[src/lps_pkg.sv]
`default_nettype none

package lps_pkg;

    localparam int LED_WIDTH     = 10;
    localparam int MODE_WIDTH    = 4;
    localparam int FILL_WIDTH    = 5;
    localparam int CFG_WIDTH     = 16;
    localparam int CFG_IDX_WIDTH = 3;
    localparam int S_DATA_WIDTH  = 8;
    localparam int M_DATA_WIDTH  = 16;
    localparam int DEF_DELAY_WIDTH = 16;

    localparam logic [MODE_WIDTH-1:0] MODE_SCAN  = 4'd1;
    localparam logic [MODE_WIDTH-1:0] MODE_COUNT = 4'd2;
    localparam logic [MODE_WIDTH-1:0] MODE_BLINK = 4'd4;
    localparam logic [MODE_WIDTH-1:0] MODE_TAIL  = 4'd8;

    localparam logic [CFG_IDX_WIDTH-1:0] REG_SCAN_DELAY  = 3'd0;
    localparam logic [CFG_IDX_WIDTH-1:0] REG_COUNT_DELAY = 3'd1;
    localparam logic [CFG_IDX_WIDTH-1:0] REG_BLINK_DELAY = 3'd2;
    localparam logic [CFG_IDX_WIDTH-1:0] REG_TAIL_DELAY  = 3'd3;
    localparam logic [CFG_IDX_WIDTH-1:0] REG_IDLE_DELAY  = 3'd4;

    localparam logic [CFG_WIDTH-1:0] SCAN_DELAY_RST  = 16'd75;
    localparam logic [CFG_WIDTH-1:0] COUNT_DELAY_RST = 16'd50;
    localparam logic [CFG_WIDTH-1:0] BLINK_DELAY_RST = 16'd300;
    localparam logic [CFG_WIDTH-1:0] TAIL_DELAY_RST  = 16'd100;
    localparam logic [CFG_WIDTH-1:0] IDLE_DELAY_RST  = 16'd200;

    localparam logic [LED_WIDTH-1:0]  SCAN_LOW   = 10'h003;
    localparam logic [LED_WIDTH-1:0]  SCAN_HIGH  = 10'h300;
    localparam logic [LED_WIDTH-1:0]  COUNT_TOP  = 10'h3FF;
    localparam logic [FILL_WIDTH-1:0] FILL_FULL  = 5'h1F;
    localparam logic [FILL_WIDTH-1:0] FILL_MSB   = 5'h10;

    localparam logic [1:0] PHASE_BOTH  = 2'd0;
    localparam logic [1:0] PHASE_RIGHT = 2'd1;
    localparam logic [1:0] PHASE_LEFT  = 2'd2;

endpackage

`default_nettype wire

[src/led_pattern_sequencer.sv]
// A result beat appears in m_tdata in the cycle after the tick beat that causes it.
// Throughput: one tick beat per cycle; a tick with a pending step yields one beat.
// A result beat held by m_tready low holds off every tick beat until it leaves.
// Reset (aresetn low, synchronous): delays return to defaults, no selection pending,
// idle mode, countdown zero so the first tick runs a step.
`default_nettype none

module led_pattern_sequencer
    import lps_pkg::*;
#(
    parameter int DELAY_WIDTH = DEF_DELAY_WIDTH
) (
    input  wire logic                     aclk,
    input  wire logic                     aresetn,
    input  wire logic                     s_tvalid,
    output logic                          s_tready,
    input  wire logic [S_DATA_WIDTH-1:0]  s_tdata,   // [3:0] button_pins, [7:4] zero
    output logic                          m_tvalid,
    input  wire logic                     m_tready,
    output logic [M_DATA_WIDTH-1:0]       m_tdata,   // [9:0] led_bits, [13:10] mode_now, [15:14] zero
    input  wire logic                     cfg_valid,
    output logic                          cfg_ready,
    input  wire logic [CFG_IDX_WIDTH-1:0] cfg_index,
    input  wire logic [CFG_WIDTH-1:0]     cfg_data
);

    logic [CFG_WIDTH-1:0] scan_delay_reg, count_delay_reg, blink_delay_reg;
    logic [CFG_WIDTH-1:0] tail_delay_reg, idle_delay_reg;

    logic [MODE_WIDTH-1:0]  pending_choice_reg, pending_choice_next;
    logic                   pending_valid_reg, pending_valid_next;
    logic [MODE_WIDTH-1:0]  active_mode_reg, active_mode_next;
    logic                   restart_reg, restart_next;
    logic [1:0]             phase_reg, phase_next;
    logic [LED_WIDTH-1:0]   shown_reg, shown_next;
    logic [FILL_WIDTH-1:0]  left_fill_reg, left_fill_next;
    logic [FILL_WIDTH-1:0]  right_fill_reg, right_fill_next;
    logic [DELAY_WIDTH-1:0] countdown_reg, countdown_next;

    logic                    m_tvalid_reg;
    logic [LED_WIDTH-1:0]    led_out_reg;
    logic [MODE_WIDTH-1:0]   mode_out_reg;

    logic [MODE_WIDTH-1:0]  pressed;
    logic                   accept;
    logic                   emit;
    logic [LED_WIDTH-1:0]   led_out;
    logic [CFG_WIDTH-1:0]   delay_sel;
    logic [CFG_WIDTH-1:0]   delay_m1;
    logic [DELAY_WIDTH-1:0] reload;

    assign s_tready  = !m_tvalid_reg || m_tready;
    assign accept    = s_tvalid && s_tready;
    assign cfg_ready = 1'b1;
    assign m_tvalid  = m_tvalid_reg;
    assign m_tdata   = {2'b00, mode_out_reg, led_out_reg};
    assign pressed   = ~s_tdata[MODE_WIDTH-1:0];

    always_comb begin
        case (active_mode_next)
            MODE_SCAN:  delay_sel = scan_delay_reg;
            MODE_COUNT: delay_sel = count_delay_reg;
            MODE_BLINK: delay_sel = blink_delay_reg;
            MODE_TAIL:  delay_sel = tail_delay_reg;
            default:    delay_sel = idle_delay_reg;
        endcase
        delay_m1 = (delay_sel == '0) ? '0 : delay_sel - 1'b1;
    end

    generate
        if (DELAY_WIDTH >= CFG_WIDTH) begin : g_wide
            assign reload = DELAY_WIDTH'(delay_m1);
        end else begin : g_narrow
            assign reload = (|delay_m1[CFG_WIDTH-1:DELAY_WIDTH]) ? '1
                                                                 : delay_m1[DELAY_WIDTH-1:0];
        end
    endgenerate

    always_comb begin
        pending_choice_next = pending_choice_reg;
        pending_valid_next  = pending_valid_reg;
        active_mode_next    = active_mode_reg;
        restart_next        = restart_reg;
        phase_next          = phase_reg;
        shown_next          = shown_reg;
        left_fill_next      = left_fill_reg;
        right_fill_next     = right_fill_reg;
        countdown_next      = countdown_reg;
        emit                = 1'b0;
        led_out             = '0;

        if (accept) begin
            if (pressed != '0 && !pending_valid_reg) begin
                pending_choice_next = pressed;
                pending_valid_next  = 1'b1;
            end
            if (countdown_reg != '0) begin
                countdown_next = countdown_reg - 1'b1;
            end else begin
                emit = 1'b1;
                if (pending_valid_next) begin
                    if ((pending_choice_next & active_mode_reg) == '0) begin
                        active_mode_next = pending_choice_next;
                        restart_next     = 1'b1;
                    end
                    pending_valid_next = 1'b0;
                end
                case (active_mode_next)
                    MODE_SCAN: begin
                        if (restart_next) begin
                            shown_next   = SCAN_LOW;
                            restart_next = 1'b0;
                            phase_next   = PHASE_RIGHT;
                        end
                        led_out = shown_next;
                        if (phase_next != PHASE_BOTH) begin
                            shown_next = {shown_next[LED_WIDTH-2:0], 1'b0};
                            if (shown_next == SCAN_HIGH) begin
                                phase_next = PHASE_BOTH;
                            end
                        end else begin
                            shown_next = {1'b0, shown_next[LED_WIDTH-1:1]};
                            if (shown_next == SCAN_LOW) begin
                                phase_next = PHASE_RIGHT;
                            end
                        end
                    end
                    MODE_COUNT: begin
                        if (restart_next) begin
                            restart_next = 1'b0;
                            shown_next   = '0;
                        end
                        led_out    = shown_next;
                        shown_next = shown_next + 1'b1;
                        if (shown_next == COUNT_TOP) begin
                            shown_next = '0;
                        end
                    end
                    MODE_BLINK: begin
                        if (restart_next) begin
                            restart_next = 1'b0;
                            shown_next   = '0;
                        end
                        led_out    = shown_next;
                        shown_next = ~shown_next;
                    end
                    MODE_TAIL: begin
                        if (restart_next) begin
                            restart_next    = 1'b0;
                            shown_next      = '0;
                            phase_next      = PHASE_BOTH;
                            left_fill_next  = '0;
                            right_fill_next = '0;
                        end
                        if (phase_next == PHASE_BOTH || phase_next == PHASE_LEFT) begin
                            left_fill_next = left_fill_next
                                           | {left_fill_next[FILL_WIDTH-2:0], 1'b1};
                        end
                        if (phase_next == PHASE_BOTH || phase_next == PHASE_RIGHT) begin
                            right_fill_next = right_fill_next
                                            | {1'b0, right_fill_next[FILL_WIDTH-1:1]}
                                            | FILL_MSB;
                        end
                        case (phase_next)
                            PHASE_BOTH: shown_next = {
                                shown_next[LED_WIDTH-1:FILL_WIDTH] | left_fill_next,
                                shown_next[FILL_WIDTH-1:0] | right_fill_next};
                            PHASE_RIGHT: shown_next = {
                                shown_next[LED_WIDTH-1:FILL_WIDTH],
                                shown_next[FILL_WIDTH-1:0] | right_fill_next};
                            PHASE_LEFT: shown_next = {
                                shown_next[LED_WIDTH-1:FILL_WIDTH] | left_fill_next,
                                {FILL_WIDTH{1'b0}}};
                            default: shown_next = shown_next;
                        endcase
                        led_out = shown_next;
                        if (left_fill_next == FILL_FULL || right_fill_next == FILL_FULL) begin
                            shown_next      = '0;
                            left_fill_next  = '0;
                            right_fill_next = '0;
                            phase_next      = (phase_next == PHASE_BOTH) ? PHASE_RIGHT
                                            : (phase_next == PHASE_RIGHT) ? PHASE_LEFT
                                            : PHASE_BOTH;
                        end
                    end
                    default: begin
                        shown_next = '0;
                        led_out    = '0;
                    end
                endcase
                countdown_next = reload;
            end
        end
    end

    always_ff @(posedge aclk) begin
        if (!aresetn) begin
            scan_delay_reg     <= SCAN_DELAY_RST;
            count_delay_reg    <= COUNT_DELAY_RST;
            blink_delay_reg    <= BLINK_DELAY_RST;
            tail_delay_reg     <= TAIL_DELAY_RST;
            idle_delay_reg     <= IDLE_DELAY_RST;
            pending_choice_reg <= '0;
            pending_valid_reg  <= 1'b0;
            active_mode_reg    <= '0;
            restart_reg        <= 1'b1;
            phase_reg          <= PHASE_RIGHT;
            shown_reg          <= '0;
            left_fill_reg      <= '0;
            right_fill_reg     <= '0;
            countdown_reg      <= '0;
            m_tvalid_reg       <= 1'b0;
        end else begin
            if (cfg_valid && cfg_ready) begin
                case (cfg_index)
                    REG_SCAN_DELAY:  scan_delay_reg  <= cfg_data;
                    REG_COUNT_DELAY: count_delay_reg <= cfg_data;
                    REG_BLINK_DELAY: blink_delay_reg <= cfg_data;
                    REG_TAIL_DELAY:  tail_delay_reg  <= cfg_data;
                    REG_IDLE_DELAY:  idle_delay_reg  <= cfg_data;
                    default: ;
                endcase
            end
            pending_choice_reg <= pending_choice_next;
            pending_valid_reg  <= pending_valid_next;
            active_mode_reg    <= active_mode_next;
            restart_reg        <= restart_next;
            phase_reg          <= phase_next;
            shown_reg          <= shown_next;
            left_fill_reg      <= left_fill_next;
            right_fill_reg     <= right_fill_next;
            countdown_reg      <= countdown_next;
            if (m_tready) begin
                m_tvalid_reg <= 1'b0;
            end
            if (emit) begin
                m_tvalid_reg <= 1'b1;
            end
        end
    end

    always_ff @(posedge aclk) begin
        if (emit) begin
            led_out_reg  <= led_out;
            mode_out_reg <= active_mode_next;
        end
    end

endmodule

`default_nettype wire

[config.mk]
export PLATFORM = sky130hd
export DESIGN_NAME = led_pattern_sequencer
export DESIGN_NICKNAME = d
export VERILOG_FILES = /design/src/lps_pkg.sv /design/src/led_pattern_sequencer.sv
export SDC_FILE = /design/constraint.sdc
export NUM_CORES = 1
export LEC_CHECK = 0
export BUFFER_PORTS_ARGS = -buffer_cell sky130_fd_sc_hd__buf_2
export CORE_MARGIN = 10
export CORE_UTILIZATION = 52
export CTS_CLUSTER_DIAMETER = 120
export CTS_CLUSTER_SIZE = 24
export DETAILED_ROUTE_END_ITERATION = 8
export GPL_TIMING_DRIVEN = 0
export PLACE_DENSITY = 0.7
export SETUP_SLACK_MARGIN = 0.05
export SLEW_MARGIN = 20
export SYNTH_ARGS = -nofsm -noshare
export SYNTH_HDL_FRONTEND = slang
export SYNTH_SLANG_ARGS = --single-unit
[constraint.sdc]
create_clock -name aclk -period 4.9 [get_ports aclk]
set_input_delay 0.245 -clock aclk [delete_from_list [all_inputs] [get_ports aclk]]
set_output_delay 0.245 -clock aclk [all_outputs]
set_load 0.03 [all_outputs]
Word level (Yosys, flattened, before mapping):

Index checks and enable logic that the tools add are counted.

* bits in registers: 143
* input port bits: 32
* output and inout bits: 19
* word-level logic and storage cells: 151

* $add $sub $neg: 3
* eq/ne operators: 19
* mux-type cells: 76
* bitwise operators: 9
* reduce and logical (&&, ||, !) cells: 27

Operators by type and width (count)
* two-way mux 10 bit: 17
* two-way mux 5 bit: 18
* one-hot mux 10 bit (4 select lines): 2
* one-hot mux 16 bit (4 select lines): 1
* two-way mux 16 bit: 2
* two-way mux 4 bit: 8
* subtractor 16 x 1 -> 16 bit (second input constant): 2
* one-hot mux 10 bit (3 select lines): 1
* two-way mux 2 bit: 14
* logical NOT 16 bit: 1
* nonzero test 16 bit: 1
* bitwise OR 5 bit: 3
* two-way mux 1 bit: 12
* AND reduction 2 bit: 6
* adder 10 x 1 -> 10 bit (second input constant): 1
* == test 10 bit (second input constant): 1
* == test 5 bit (second input constant): 2
* inverter 10 bit: 1
* == test 9 x 2 -> 1 bit (second input constant): 1
* == test 9 bit (second input constant): 1
* == test 4 x 1 -> 1 bit (second input constant): 2
* == test 4 x 2 -> 1 bit (second input constant): 2
* == test 4 x 3 -> 1 bit (second input constant): 2
* == test 4 bit (second input constant): 2
* other kinds (21): 31

Longest topological paths before layout:

Gate-level depths: netlist (run 1).

* word-level depth: 25
* gate-level depth with buffers: 24
* gate-level depth less buffers: 22

Least setup slack after synthesis (run 1):

OpenSTA, ideal clock, no wires.

* path kind: reg2reg
* start point: reg m_tvalid_reg (netlist: m_tvalid)
* end point: reg countdown_reg[4]
* library setup time: 118 ps
* arrival time: 4350 ps
* required time: 4782 ps
* slack: 433 ps
* stages on the path, launching flop included: 23
* buffers on the path: 3
* clock period less this slack: 4467 ps
* cell sequence: dfxtp_1 > nand2b_1 > and3_1 > nand3_2 > clkinv_1 > a21oi_1 > or2_1 > buf_4 > o22ai_4 > or2_1 > buf_4 > mux2_4 > inv_1 > ha_1 > inv_1 > or3_1 > nor3_1 > a31oi_1 > nor2_2 > nand4_4 > buf_6 > a32oi_1 > nor2_1

* word-level cells in the longest chain between the ends: 9
* elaborated cells between the ends (all ways): 13
* those cells by class: add/sub: 1; eq/ne: 4; mux: 4; reduce/logical: 4

RTL lines
* start: declaration: RTL line led_pattern_sequencer.sv:40 `logic m_tvalid_reg;`
* start signal: assignment: RTL line led_pattern_sequencer.sv:212 `m_tvalid_reg <= 1'b0;`
* start signal: assignment: RTL line led_pattern_sequencer.sv:234 `m_tvalid_reg <= 1'b0;`
* start signal: assignment: RTL line led_pattern_sequencer.sv:237 `m_tvalid_reg <= 1'b1;`
* logical NOT 1 bit (*): RTL line led_pattern_sequencer.sv:52 `assign s_tready = !m_tvalid_reg || m_tready;`
* logical OR 1 bit (*): RTL line led_pattern_sequencer.sv:52
* net s_tready: RTL line led_pattern_sequencer.sv:16 `output logic s_tready,`
* logical AND 1 bit (*): RTL line led_pattern_sequencer.sv:53 `assign accept = s_tvalid && s_tready;`
* two-way mux 4 bit: RTL line led_pattern_sequencer.sv:92 `if (accept) begin`
* == test 4 bit, or another cell as far along: RTL line led_pattern_sequencer.sv:60 `case (active_mode_next)`
* one-hot mux 16 bit (4 select lines): RTL line led_pattern_sequencer.sv:60
* subtractor 16 x 1 -> 16 bit / logical NOT 16 bit (equally long branches): RTL line led_pattern_sequencer.sv:67 `delay_m1 = (delay_sel == '0) ? '0 : delay_sel - 1'b1;`
* two-way mux 16 bit: RTL line led_pattern_sequencer.sv:67
* two-way mux 16 bit: RTL line led_pattern_sequencer.sv:97 `if (countdown_reg != '0) begin`
* end signal: assignment: RTL line led_pattern_sequencer.sv:232 `countdown_reg <= countdown_next;`
* end: declaration: RTL line led_pattern_sequencer.sv:38 `logic [DELAY_WIDTH-1:0] countdown_reg, countdown_next;`

The timed path passes the listed nets; every way through them passes the cells marked *.
A chain may end at the register's enable or synchronous reset.

Worst setup path in the final report (run 1):

* start point: reg pending_valid_reg
* end point: reg countdown_reg[0]

* word-level cells in the longest chain between the ends: 17
* elaborated cells between the ends (all ways): 23
* those cells by class: add/sub: 1; eq/ne: 4; mux: 13; bitwise: 1; reduce/logical: 4

RTL lines
* start: declaration: RTL line led_pattern_sequencer.sv:31 `logic pending_valid_reg, pending_valid_next;`
* start signal: assignment: RTL line led_pattern_sequencer.sv:225 `pending_valid_reg <= pending_valid_next;`
* logical NOT 1 bit: RTL line led_pattern_sequencer.sv:93 `if (pressed != '0 && !pending_valid_reg) begin`
* logical AND 1 bit: RTL line led_pattern_sequencer.sv:93
* two-way mux 4 bit: RTL line led_pattern_sequencer.sv:93
* two-way mux 4 bit: RTL line led_pattern_sequencer.sv:92
* AND 4 bit: RTL line led_pattern_sequencer.sv:102 `if ((pending_choice_next & active_mode_reg) == '0) begin`
* logical NOT 4 bit: RTL line led_pattern_sequencer.sv:102
* two-way mux 4 bit: RTL line led_pattern_sequencer.sv:102
* two-way mux 4 bit (*): RTL line led_pattern_sequencer.sv:101 `if (pending_valid_next) begin`
* two-way mux 4 bit (*): RTL line led_pattern_sequencer.sv:97
* two-way mux 4 bit (*): RTL line led_pattern_sequencer.sv:92
* two-way mux 4 bit (*): RTL line led_pattern_sequencer.sv:97
* two-way mux 4 bit (*): RTL line led_pattern_sequencer.sv:92
* == test 4 bit, or another cell as far along: RTL line led_pattern_sequencer.sv:60
* one-hot mux 16 bit (4 select lines) (*): RTL line led_pattern_sequencer.sv:60
* subtractor 16 x 1 -> 16 bit / logical NOT 16 bit (equally long branches): RTL line led_pattern_sequencer.sv:67
* two-way mux 16 bit (*): RTL line led_pattern_sequencer.sv:67
* two-way mux 16 bit (*): RTL line led_pattern_sequencer.sv:97

Mark *: on every way between the ends. The rest lies on a longest branch, timed or not. The select of a mux whose other input is x is not followed.

==> results of run 1 <==
-- cell families after synthesis --
logic type	after synthesis
adders and majority gates	4
other	2
buffers and inverters	98
DFF	143
xor gates and xnor gates	18
and+or+nand+nor	484
muxes	18
AOI/OAI and AO/OA	313
-- synth_stat cells, drive strengths merged (3+ instances only) --
| cell | count |
|---|---|
| o2bb2ai | 10 |
| o211a | 3 |
| o22ai | 10 |
| mux2i | 12 |
| or3 | 6 |
| and3 | 11 |
| nand2 | 231 |
| clkbuf | 55 |
| xor2 | 9 |
| ha | 4 |
| a22oi | 20 |
| nor2b | 5 |
| a22o | 4 |
| a211oi | 13 |
| o211ai | 5 |
| a31oi | 26 |
| nand2b | 6 |
| or2 | 11 |
| a211o | 3 |
| a21oi | 118 |
| nor2 | 95 |
| a221o | 9 |
| nor4 | 14 |
| o21ai | 57 |
| dfxtp | 129 |
| nand3 | 42 |
| nor3b | 5 |
| xnor2 | 9 |
| a21o | 3 |
| and2 | 8 |
| nand4 | 14 |
| mux2 | 6 |
| a221oi | 6 |
| inv | 23 |
| nor3 | 26 |
| buf | 18 |
| edfxtp | 14 |
-- worst min-delay path by stage --
stage | start | end | slack (ns) | cells past startpoint
global placement | tail_delay_reg[3] | tail_delay_reg[3] | 0.44 | 2
CTS | cfg_data[11] | tail_delay_reg[11] | 0.08 | 3
global route | cfg_data[14] | count_delay_reg[14] | 0.09 | 3
detailed placement | blink_delay_reg[1] | blink_delay_reg[1] | 0.44 | 2
finish | cfg_data[10] | tail_delay_reg[10] | 0.08 | 3
floorplan | cfg_data[2] | blink_delay_reg[2] | 0.37 | 2
-- power by group through the flow --
stage | Combinational [mW] | Sequential (mW) | Clock [mW]
after global routing | 0.875 | 1.27 | 1.31
after detailed placement | 0.707 | 1.29 | 0
after global placement | 0.701 | 1.29 | 0
after floorplan | 0.520 | 1.29 | 0
after CTS | 0.728 | 1.26 | 1.27
final | 0.807 | 1.27 | 1.26
-- cell type report --
type	instances	area (sq um)
fillers	1404	5700
multi-input cells	840	5000
flip-flops and latches	143	3010
clock buffers	17	425
repair buffers	61	362
plain buffers	71	324
well taps	211	264
clock inverters	15	139
inverters	25	93.8
-- critical path: cells and delay by family (launching register included) --
| kind | cells | cell delay (ns) |
|---|---|---|
| AO/OA/AOI/OAI | 5 | 0.99 |
| multiplexers | 2 | 0.64 |
| buffers and inverters | 5 | 0.64 |
| adder cells (fa/ha/maj) | 1 | 0.19 |
| AND/OR/NAND/NOR | 8 | 1.79 |
| flip-flops | 1 | 0.33 |
-- routing by layer --
metal,vias to the layer above,wire (um)
met5,-,0
met4,0,335
met3,36,1880
met2,344,11800
met1,3845,11200
li1,4018,-
-- repair_timing --
action,4_1_cts,5_1_grt
resized for setup,7,41
hold buffers,0,0
setup buffers,5,13
pin swaps,4,20
gates cloned,0,1
setup endpoints to repair,20,22
==> results.yml, run 1 <==
status:
  run_status: "finished, final reports clean"
yosys:
  avgSynthCellArea_sq_um: 7.59
  yosysSeqAreaShare_pct: 36.7
  synth_top_family_by_area: "simple AND/OR/NAND/NOR gates"
  muxShareOfSynthArea_pct: 2.34
  synth_top_area_cell: "dfxtp_1"
  synth-main-ff-cell: "dfxtp_1"
  ys_warn_count: 0
  synth_area_leaders: "dfxtp_1 (32%), nand2_1 (11%), a21oi_1 (7.2%)"
  synth-edff-count: 14
  ys_ff_latch: 143
  synth_compound_area_share_pct: 25.2
  synthXorXnorAreaFrac_pct: 1.92
  ys_types: 95
  synthArstFlopShare_pct: 0
  synth_simple_gate_area_share_pct: 28.0
  synth_area_sq_um: 8190
  synthAdderAreaFrac_pct: 0.611
  synthCells: 1080
  yosys.area.top_type_share_pct: 31.5
finish:
  final_util_pct: 62.8
  finalNetCount: 1195
  n_antenna_cell: 0
  drive_gt1_share_pct: 15.6
  synthToLayoutAreaGrowth_pct: 17.3
  layout.cells.non_filler: 1383
  layout_commonest_cell: "nand2_1"
  final_area_sq_um: 9610
  layout.cells.most_common_list: "nand2_1 (230), dfxtp_1 (127), a21oi_1 (117), nor2_1 (89), o21ai_0 (53)"
pwr:
  pwr-share-seq_pct: 38.0
  leakage_nw: 3.42
  p_sw_share_pct: 34.2
  power.switching_mw: 1.14
  p_clk_share_pct: 37.8
  power_frac_comb_pct: 24.2
  vdd_drop_max_v: 0.000276
  power.total_mw: 3.33
  powerDensity_nw_per_um2: 347
  internal-power_mw: 2.19
global_route:
  grt_use_met2_pct: 35.9
  track_usage_pct: 22.6
  antenna_found_initial: 0
  grt_pass1_vias: 7371
  grt.met3_usage_pct: 4.59
  gr-usage-met1_pct: 30.4
  grt_overflow_total: 0
  grt.busiest_layer: "met2"
  grt_max_degree: 24
  grt_pass1_wl_mm: 39.7
critical_path:
  end_kind: "flop"
  critical_path.startpoint: "pending_valid_reg"
  r2r_end: "countdown_reg[0]"
  required_ns: 5.19
  critPathCapture: "countdown_reg[0]"
  crit_type: "flop to flop"
  path_max_fanout: 10
  r2r_slack_ns: 0.16
  crit_slowest_cell: "a2111o_1"
  crit_arrival_ns: 5.03
  cpPeakStageDelay_ns: 0.52
  crit_chain: "buf_6, nand2b_1, and3_4, a2111o_1, nor2_2, mux2i_2, o22ai_4, or2_1, buf_4, mux2_4, inv_1, ha_2, inv_1, or3_1, nor3_2, a31oi_4, nor2_4, nand4_4, buf_6, a31oi_1, a211oi_1"
  worstRegToRegCells: 21
  rr_startpoint: "pending_valid_reg"
  startpoint_type: "flop"
clock_network:
  cts_buffers: 17
  insertion_delay_ns: 0.45
  path_clk_slew_ns: 0.07
  cts_tree: "built"
  cts_root_buffer: "clkbuf_16"
  htreeDepth: 4
  clock_path_buffers: 2
  cts_sinks: 143
routing:
  post-route-drc-count: 0
  drt_iter0_drc: 1110
  ant_nets: 0
  wl_per_cell_um: 18.2
  wl_mm: 25.2
  via_count: 8243
  via_per_inst: 5.96
  firstDrtPassIters: 5
sta:
  timing.fmax_mhz: 211
  worst_slack_ns: 0.163
  tightestPinTransition_ns: 1.01
  setup_viol_count_final: 0
  hold_ws_ns: 0.0754
  tns_ns: 0
  clock_skew_ns: 0.0200
  slew_violations: 0
  post-route-period-util_pct: 96.7
  finalCriticalPeriod_ns: 4.74
  hold_viol: 0
  rsz0062_at_grt: "true"
  maxSlewHeadroom_pct: 32.4
floorplanning:
  num_io_pins: 51
  rows: 45
  floorplan.initialDensity_pct: 53.5
  core_area_sq_um: 15300
  die_h_um: 146
  die_w_um: 146
  dieArea_sq_um: 21200
placed_design:
  place_area_sq_um: 8680
  port_buffers: 42
  place_hpwl_mm: 18.2
  gp_congestion: 0.943
  dp_cells: 1334
  place_ws_ns: -0.316
worst_hold_path:
  hp-class: "input port to flop"
flow_run:
  max_cap_violations: 0
No activity file was read; power rests on OpenSTA's default activity.
==> inputs of run 2 (changes only) <==
- CTS_BUF_LIST: not set -> sky130_fd_sc_hd__clkbuf_16
- TNS_END_PERCENT: not set -> 10
==> run 2 against run 1 <==
Net effect:
- via count down 0.21%
- register-to-register slack about the same
- die area unchanged
- combinational power about the same
- clock skew up 0.0046 ns
- flip-flop and latch count unchanged
- critical path type unchanged
- critical endpoint is now shown_reg[6]
- first-iteration DRC count up 1.5%
- final area about the same
- cell count about the same
==> results.yml, run 2 (synthesized netlist as in run 1, its figures left out) <==
status:
  run_status: "finished, final reports clean"
clock_network:
  htreeDepth: 4
  insertion_delay_ns: 0.45
  clock_path_buffers: 2
  cts_tree: "built"
  path_clk_slew_ns: 0.07
  cts_root_buffer: "clkbuf_16"
  cts_sinks: 143
  cts_buffers: 17
  hold_buffers: 0
routing:
  wl_mm: 25.2
  via_count: 8226
  via_per_inst: 5.94
  drt_iter0_drc: 1127
  ant_nets: 0
  firstDrtPassIters: 6
  wl_per_cell_um: 18.2
  post-route-drc-count: 0
sta:
  post-route-period-util_pct: 96.9
  rsz0062_at_grt: "true"
  tns_ns: 0
  clock_skew_ns: 0.0246
  setup_viol_count_final: 0
  timing.fmax_mhz: 211
  tightestPinTransition_ns: 1.02
  maxSlewHeadroom_pct: 31.9
  finalCriticalPeriod_ns: 4.75
  hold_viol: 0
  slew_violations: 0
  hold_ws_ns: 0.0746
critical_path:
  path_max_fanout: 10
  critical_path.startpoint: "pending_valid_reg"
  startpoint_type: "flop"
  required_ns: 5.23
  end_kind: "flop"
  rr_startpoint: "pending_valid_reg"
  crit_type: "flop to flop"
  worstRegToRegCells: 21
  crit_arrival_ns: 5.07
floorplanning:
  die_h_um: 146
  rows: 45
  floorplan.initialDensity_pct: 53.5
  die_w_um: 146
  core_area_sq_um: 15300
  num_io_pins: 51
  dieArea_sq_um: 21200
pwr:
  powerDensity_nw_per_um2: 347
  leakage_nw: 3.42
  vdd_drop_max_v: 0.000275
finish:
  n_antenna_cell: 0
  layout.cells.non_filler: 1384
  drive_gt1_share_pct: 15.6
  layout_commonest_cell: "nand2_1"
  layout.cells.most_common_list: "nand2_1 (230), dfxtp_1 (127), a21oi_1 (117), nor2_1 (89)"
  synthToLayoutAreaGrowth_pct: 17.4
  finalNetCount: 1196
  final_area_sq_um: 9620
global_route:
  antenna_found_initial: 0
  grt_pass1_vias: 7371
  track_usage_pct: 22.6
  grt_pass1_wl_mm: 39.7
  grt_overflow_total: 0
  grt_max_degree: 24
placed_design:
  place_area_sq_um: 8680
  place_hpwl_mm: 18.2
  dp_cells: 1334
  gp_congestion: 0.943
  port_buffers: 42
worst_hold_path:
  min-delay-start: "cfg_data[10]"
  holdPathStages: 3
  hp-class: "input port to flop"
flow_run:
  max_cap_violations: 0
-- run 2: cell count changes in the layout (fill, tap and decap cells not counted) --
cell	delta
clkbuf_1	+1
-- run 2: critical path: stages, from the launching register on --
cell and delay [ns]:
dfxtp_1 0.33, buf_6 0.15, nand2b_1 0.16, and3_4 0.21, a2111o_1 0.51, nor2_1 0.30
nor2_1 0.11, clkbuf_2 0.21, and2_1 0.23, ha_1 0.27, and3_1 0.22, nand3_1 0.11
inv_1 0.07, nand3_1 0.10, xnor2_1 0.16, nand4_1 0.14, nand3_1 0.24, or2_2 0.15
clkbuf_1 0.27, o21ai_0 0.20, a221oi_2 0.37, o2bb2ai_1 0.11
-- run 2: per-layer routing --
metal,global-route usage (%),up-vias,share of wire [%]
met5,0,-,0
met4,5.97,0,1.6
met3,4.59,47,6.9
met2,35.9,317,47
met1,30.4,3835,45
li1,-,4027,-
-- run 2: layout make-up --
| cell class | count | area, sq um |
|---|---|---|
| buffer | 72 | 328 |
| clock buffer | 17 | 425 |
| clock inverter | 15 | 139 |
| fill | 1402 | 5700 |
| inverter | 25 | 93.8 |
| multi-input combinational | 840 | 5000 |
| sequential | 143 | 3010 |
| tap | 211 | 264 |
| timing repair buffer | 61 | 362 |
-- run 2: report_power, final --
group / switching (mW) / leakage (nW) / total, mW / internal [mW]
registers: 0.0390 / 1.18 / 1.27 / 1.23
clock network: 0.589 / 0.279 / 1.26 / 0.672
logic: 0.515 / 1.95 / 0.808 / 0.293
total: 1.14 / 3.42 / 3.34 / 2.19
-- run 2: repair_timing --
action                     4_1_cts  5_1_grt
hold endpoints to repair         0        0
cloned                           0        1
setup endpoints to repair       20       22
pin swaps                        4       20
gates resized for setup          7       41
buffers inserted                 5       13
-- run 2: per-stage QoR --
step / total power [mW] / utilization, % / setup WS, ns
after global routing: 3.46 / 62.8 / -0.0531
after detailed placement: 2.00 / 56.7 / -0.316
after CTS: 3.26 / 60.8 / 0.0292
final: 3.34 / 62.8 / 0.153
after global placement: 1.99 / 56.6 / -0.366
after floorplan: 1.81 / - / 0.433
-- run 2: path summary, 6_finish.rpt --
kind | slack (ns) | to
hold reg to reg | 0.45 | tail_delay_reg[3]
setup reg to reg | 0.15 | shown_reg[6]
setup / recovery | 0.15 | shown_reg[6]
hold / removal | 0.07 | blink_delay_reg[10]
==> inputs of run 3 (changes only) <==
- CELL_PAD_IN_SITES_DETAIL_PLACEMENT: not set -> 0
- CELL_PAD_IN_SITES_GLOBAL_PLACEMENT: not set -> 1
- CORE_UTILIZATION: 52 -> 46
- PLACE_DENSITY: 0.7 -> not set
- PLACE_DENSITY_LB_ADDON: not set -> 0.1
==> run 3 against run 2 <==
Net effect:
- setup slack got worse by 0.033 ns
- clock skew fell by 0.015 ns
- highest routed layer unchanged
- first-iteration DRC count shrank 30%
- routed wire length up 6.9%
- register-to-register slack got worse by 0.03 ns
- via count is 0.53% lower
- combinational power grew 0.5%
- sequential power barely moved
==> results.yml, run 3 (synthesized netlist as in run 1, its figures left out) <==
finish:
  synthToLayoutAreaGrowth_pct: 17.5
  fill_cells: 1704
  final_util_pct: 55.5
  n_antenna_cell: 0
  finalNetCount: 1198
  layout_commonest_cell: "nand2_1"
  drive_gt1_share_pct: 15.6
  layout.cells.most_common_list: "nand2_1 (231), dfxtp_1 (128), a21oi_1 (116), nor2_1 (88), o21ai_0 (54)"
routing:
  via_count: 8182
  post-route-drc-count: 0
  wl_per_cell_um: 19.3
  ant_nets: 0
  drt_iter0_drc: 793
  firstDrtPassIters: 7
  wl_mm: 27.0
  via_per_inst: 5.84
placed_design:
  gp_congestion: 0.869
  port_buffers: 42
  place_hpwl_mm: 19.3
sta:
  clock_skew_ns: 0.00922
  slew_violations: 0
  timing.fmax_mhz: 209
  maxSlewHeadroom_pct: 33.2
  hold_ws_ns: 0.0829
  finalCriticalPeriod_ns: 4.78
  setup_viol_count_final: 0
  rsz0062_at_grt: "true"
  tightestPinTransition_ns: 0.998
  hold_viol: 0
  post-route-period-util_pct: 97.6
  tns_ns: 0
clock_network:
  clock_path_buffers: 2
  insertion_delay_ns: 0.44
  htreeDepth: 4
  path_clk_slew_ns: 0.07
  hold_buffers: 0
  cts_buffers: 17
  cts_sinks: 143
  cts_tree: "built"
  cts_root_buffer: "clkbuf_16"
worst_hold_path:
  holdPathStages: 3
  hold-path-endpoint: "tail_delay_reg[14]"
  hp-class: "input port to flop"
  min-delay-start: "cfg_data[14]"
floorplanning:
  die_h_um: 153
  num_io_pins: 51
  floorplan.initialDensity_pct: 47.2
  rows: 48
  die_w_um: 153
  dieArea_sq_um: 23500
  core_area_sq_um: 17400
pwr:
  power.total_mw: 3.43
  vdd_drop_max_v: 0.000277
  powerDensity_nw_per_um2: 356
  leakage_nw: 3.45
critical_path:
  end_kind: "flop"
  startpoint_type: "flop"
  path_max_fanout: 9
  r2r_slack_ns: 0.12
  required_ns: 5.27
  r2r_end: "countdown_reg[12]"
  crit_arrival_ns: 5.15
  crit_type: "flop to flop"
  worstRegToRegCells: 23
  rr_startpoint: "countdown_reg[0]"
  critical_path.startpoint: "countdown_reg[0]"
global_route:
  grt_overflow_total: 0
  grt_pass1_vias: 7525
  grt_max_degree: 24
  grt_pass1_wl_mm: 41.9
  track_usage_pct: 21.8
  antenna_found_initial: 0
flow_run:
  max_cap_violations: 0
status:
  run_status: "finished, final reports clean"
run 3: where the power goes:
part           internal, mW  switching (mW)
clock                 0.768           0.579
combinational         0.296           0.516
sequential             1.23          0.0397
run 3: what timing repair did:
action                                 in CTS  in global routing
resized for setup                          10                 25
endpoints found under the hold margin       0                  0
pin swaps                                   4                 15
setup endpoints to repair                  20                 21
setup buffers                               7                 14
run 3: cell type report:
cell class | instances | area (sq um) | share of cell area [%]
Clock buffer | 17 | 425 | 4.42
Buffer | 71 | 320 | 3.33
Tap cell | 225 | 282 | 2.92
Sequential cell | 143 | 3000 | 31.2
Clock inverter | 15 | 171 | 1.78
Multi-Input combinational cell | 840 | 4940 | 51.3
Timing Repair Buffer | 64 | 385 | 4.00
Inverter | 25 | 97.6 | 1.01
run 3: worst max path at each step:
stage | cells past startpoint | endpoint | slack (ns)
after floorplan | 22 | countdown_reg[4] | 0.43
after global placement | 21 | countdown_reg[10] | -0.52
after detailed placement | 23 | countdown_reg[14] | -0.46
after CTS | 23 | countdown_reg[14] | 0.03
after global routing | 21 | countdown_reg[10] | -0.11
final | 23 | countdown_reg[12] | 0.12
run 3: through the flow:
step                worst slack, ns  instance area [sq um]  cells
finish                        0.120                   9630   1400
global route                 -0.107                   9630   1400
CTS                          0.0295                   9400   1387
detailed placement           -0.458                   8710   1349
global placement             -0.520                   8690   1348
floorplan                     0.433                   8200   1081
run 3: worst max-delay path, stage by stage, from the launching register on:
cell	delay, ns
dfxtp_1	0.32
inv_1	0.08
ha_2	0.19
nor3b_4	0.30
and3_4	0.29
nand4_4	0.20
o21ai_0	0.37
o221ai_2	0.19
o22ai_4	0.28
or2_1	0.15
buf_4	0.17
mux2_4	0.35
inv_1	0.07
ha_2	0.19
inv_1	0.06
or3_1	0.33
nor3_2	0.17
a31oi_2	0.11
nor2_4	0.17
buf_4	0.15
buf_4	0.11
a31o_2	0.14
nand4_1	0.12
a31oi_1	0.19
run 3: per-layer routing:
layer	part of all wire, %	track usage (%)
met1	46	28.4
met3	5.7	5.11
met2	46	34.6
met5	0	0
met4	2.3	7.78
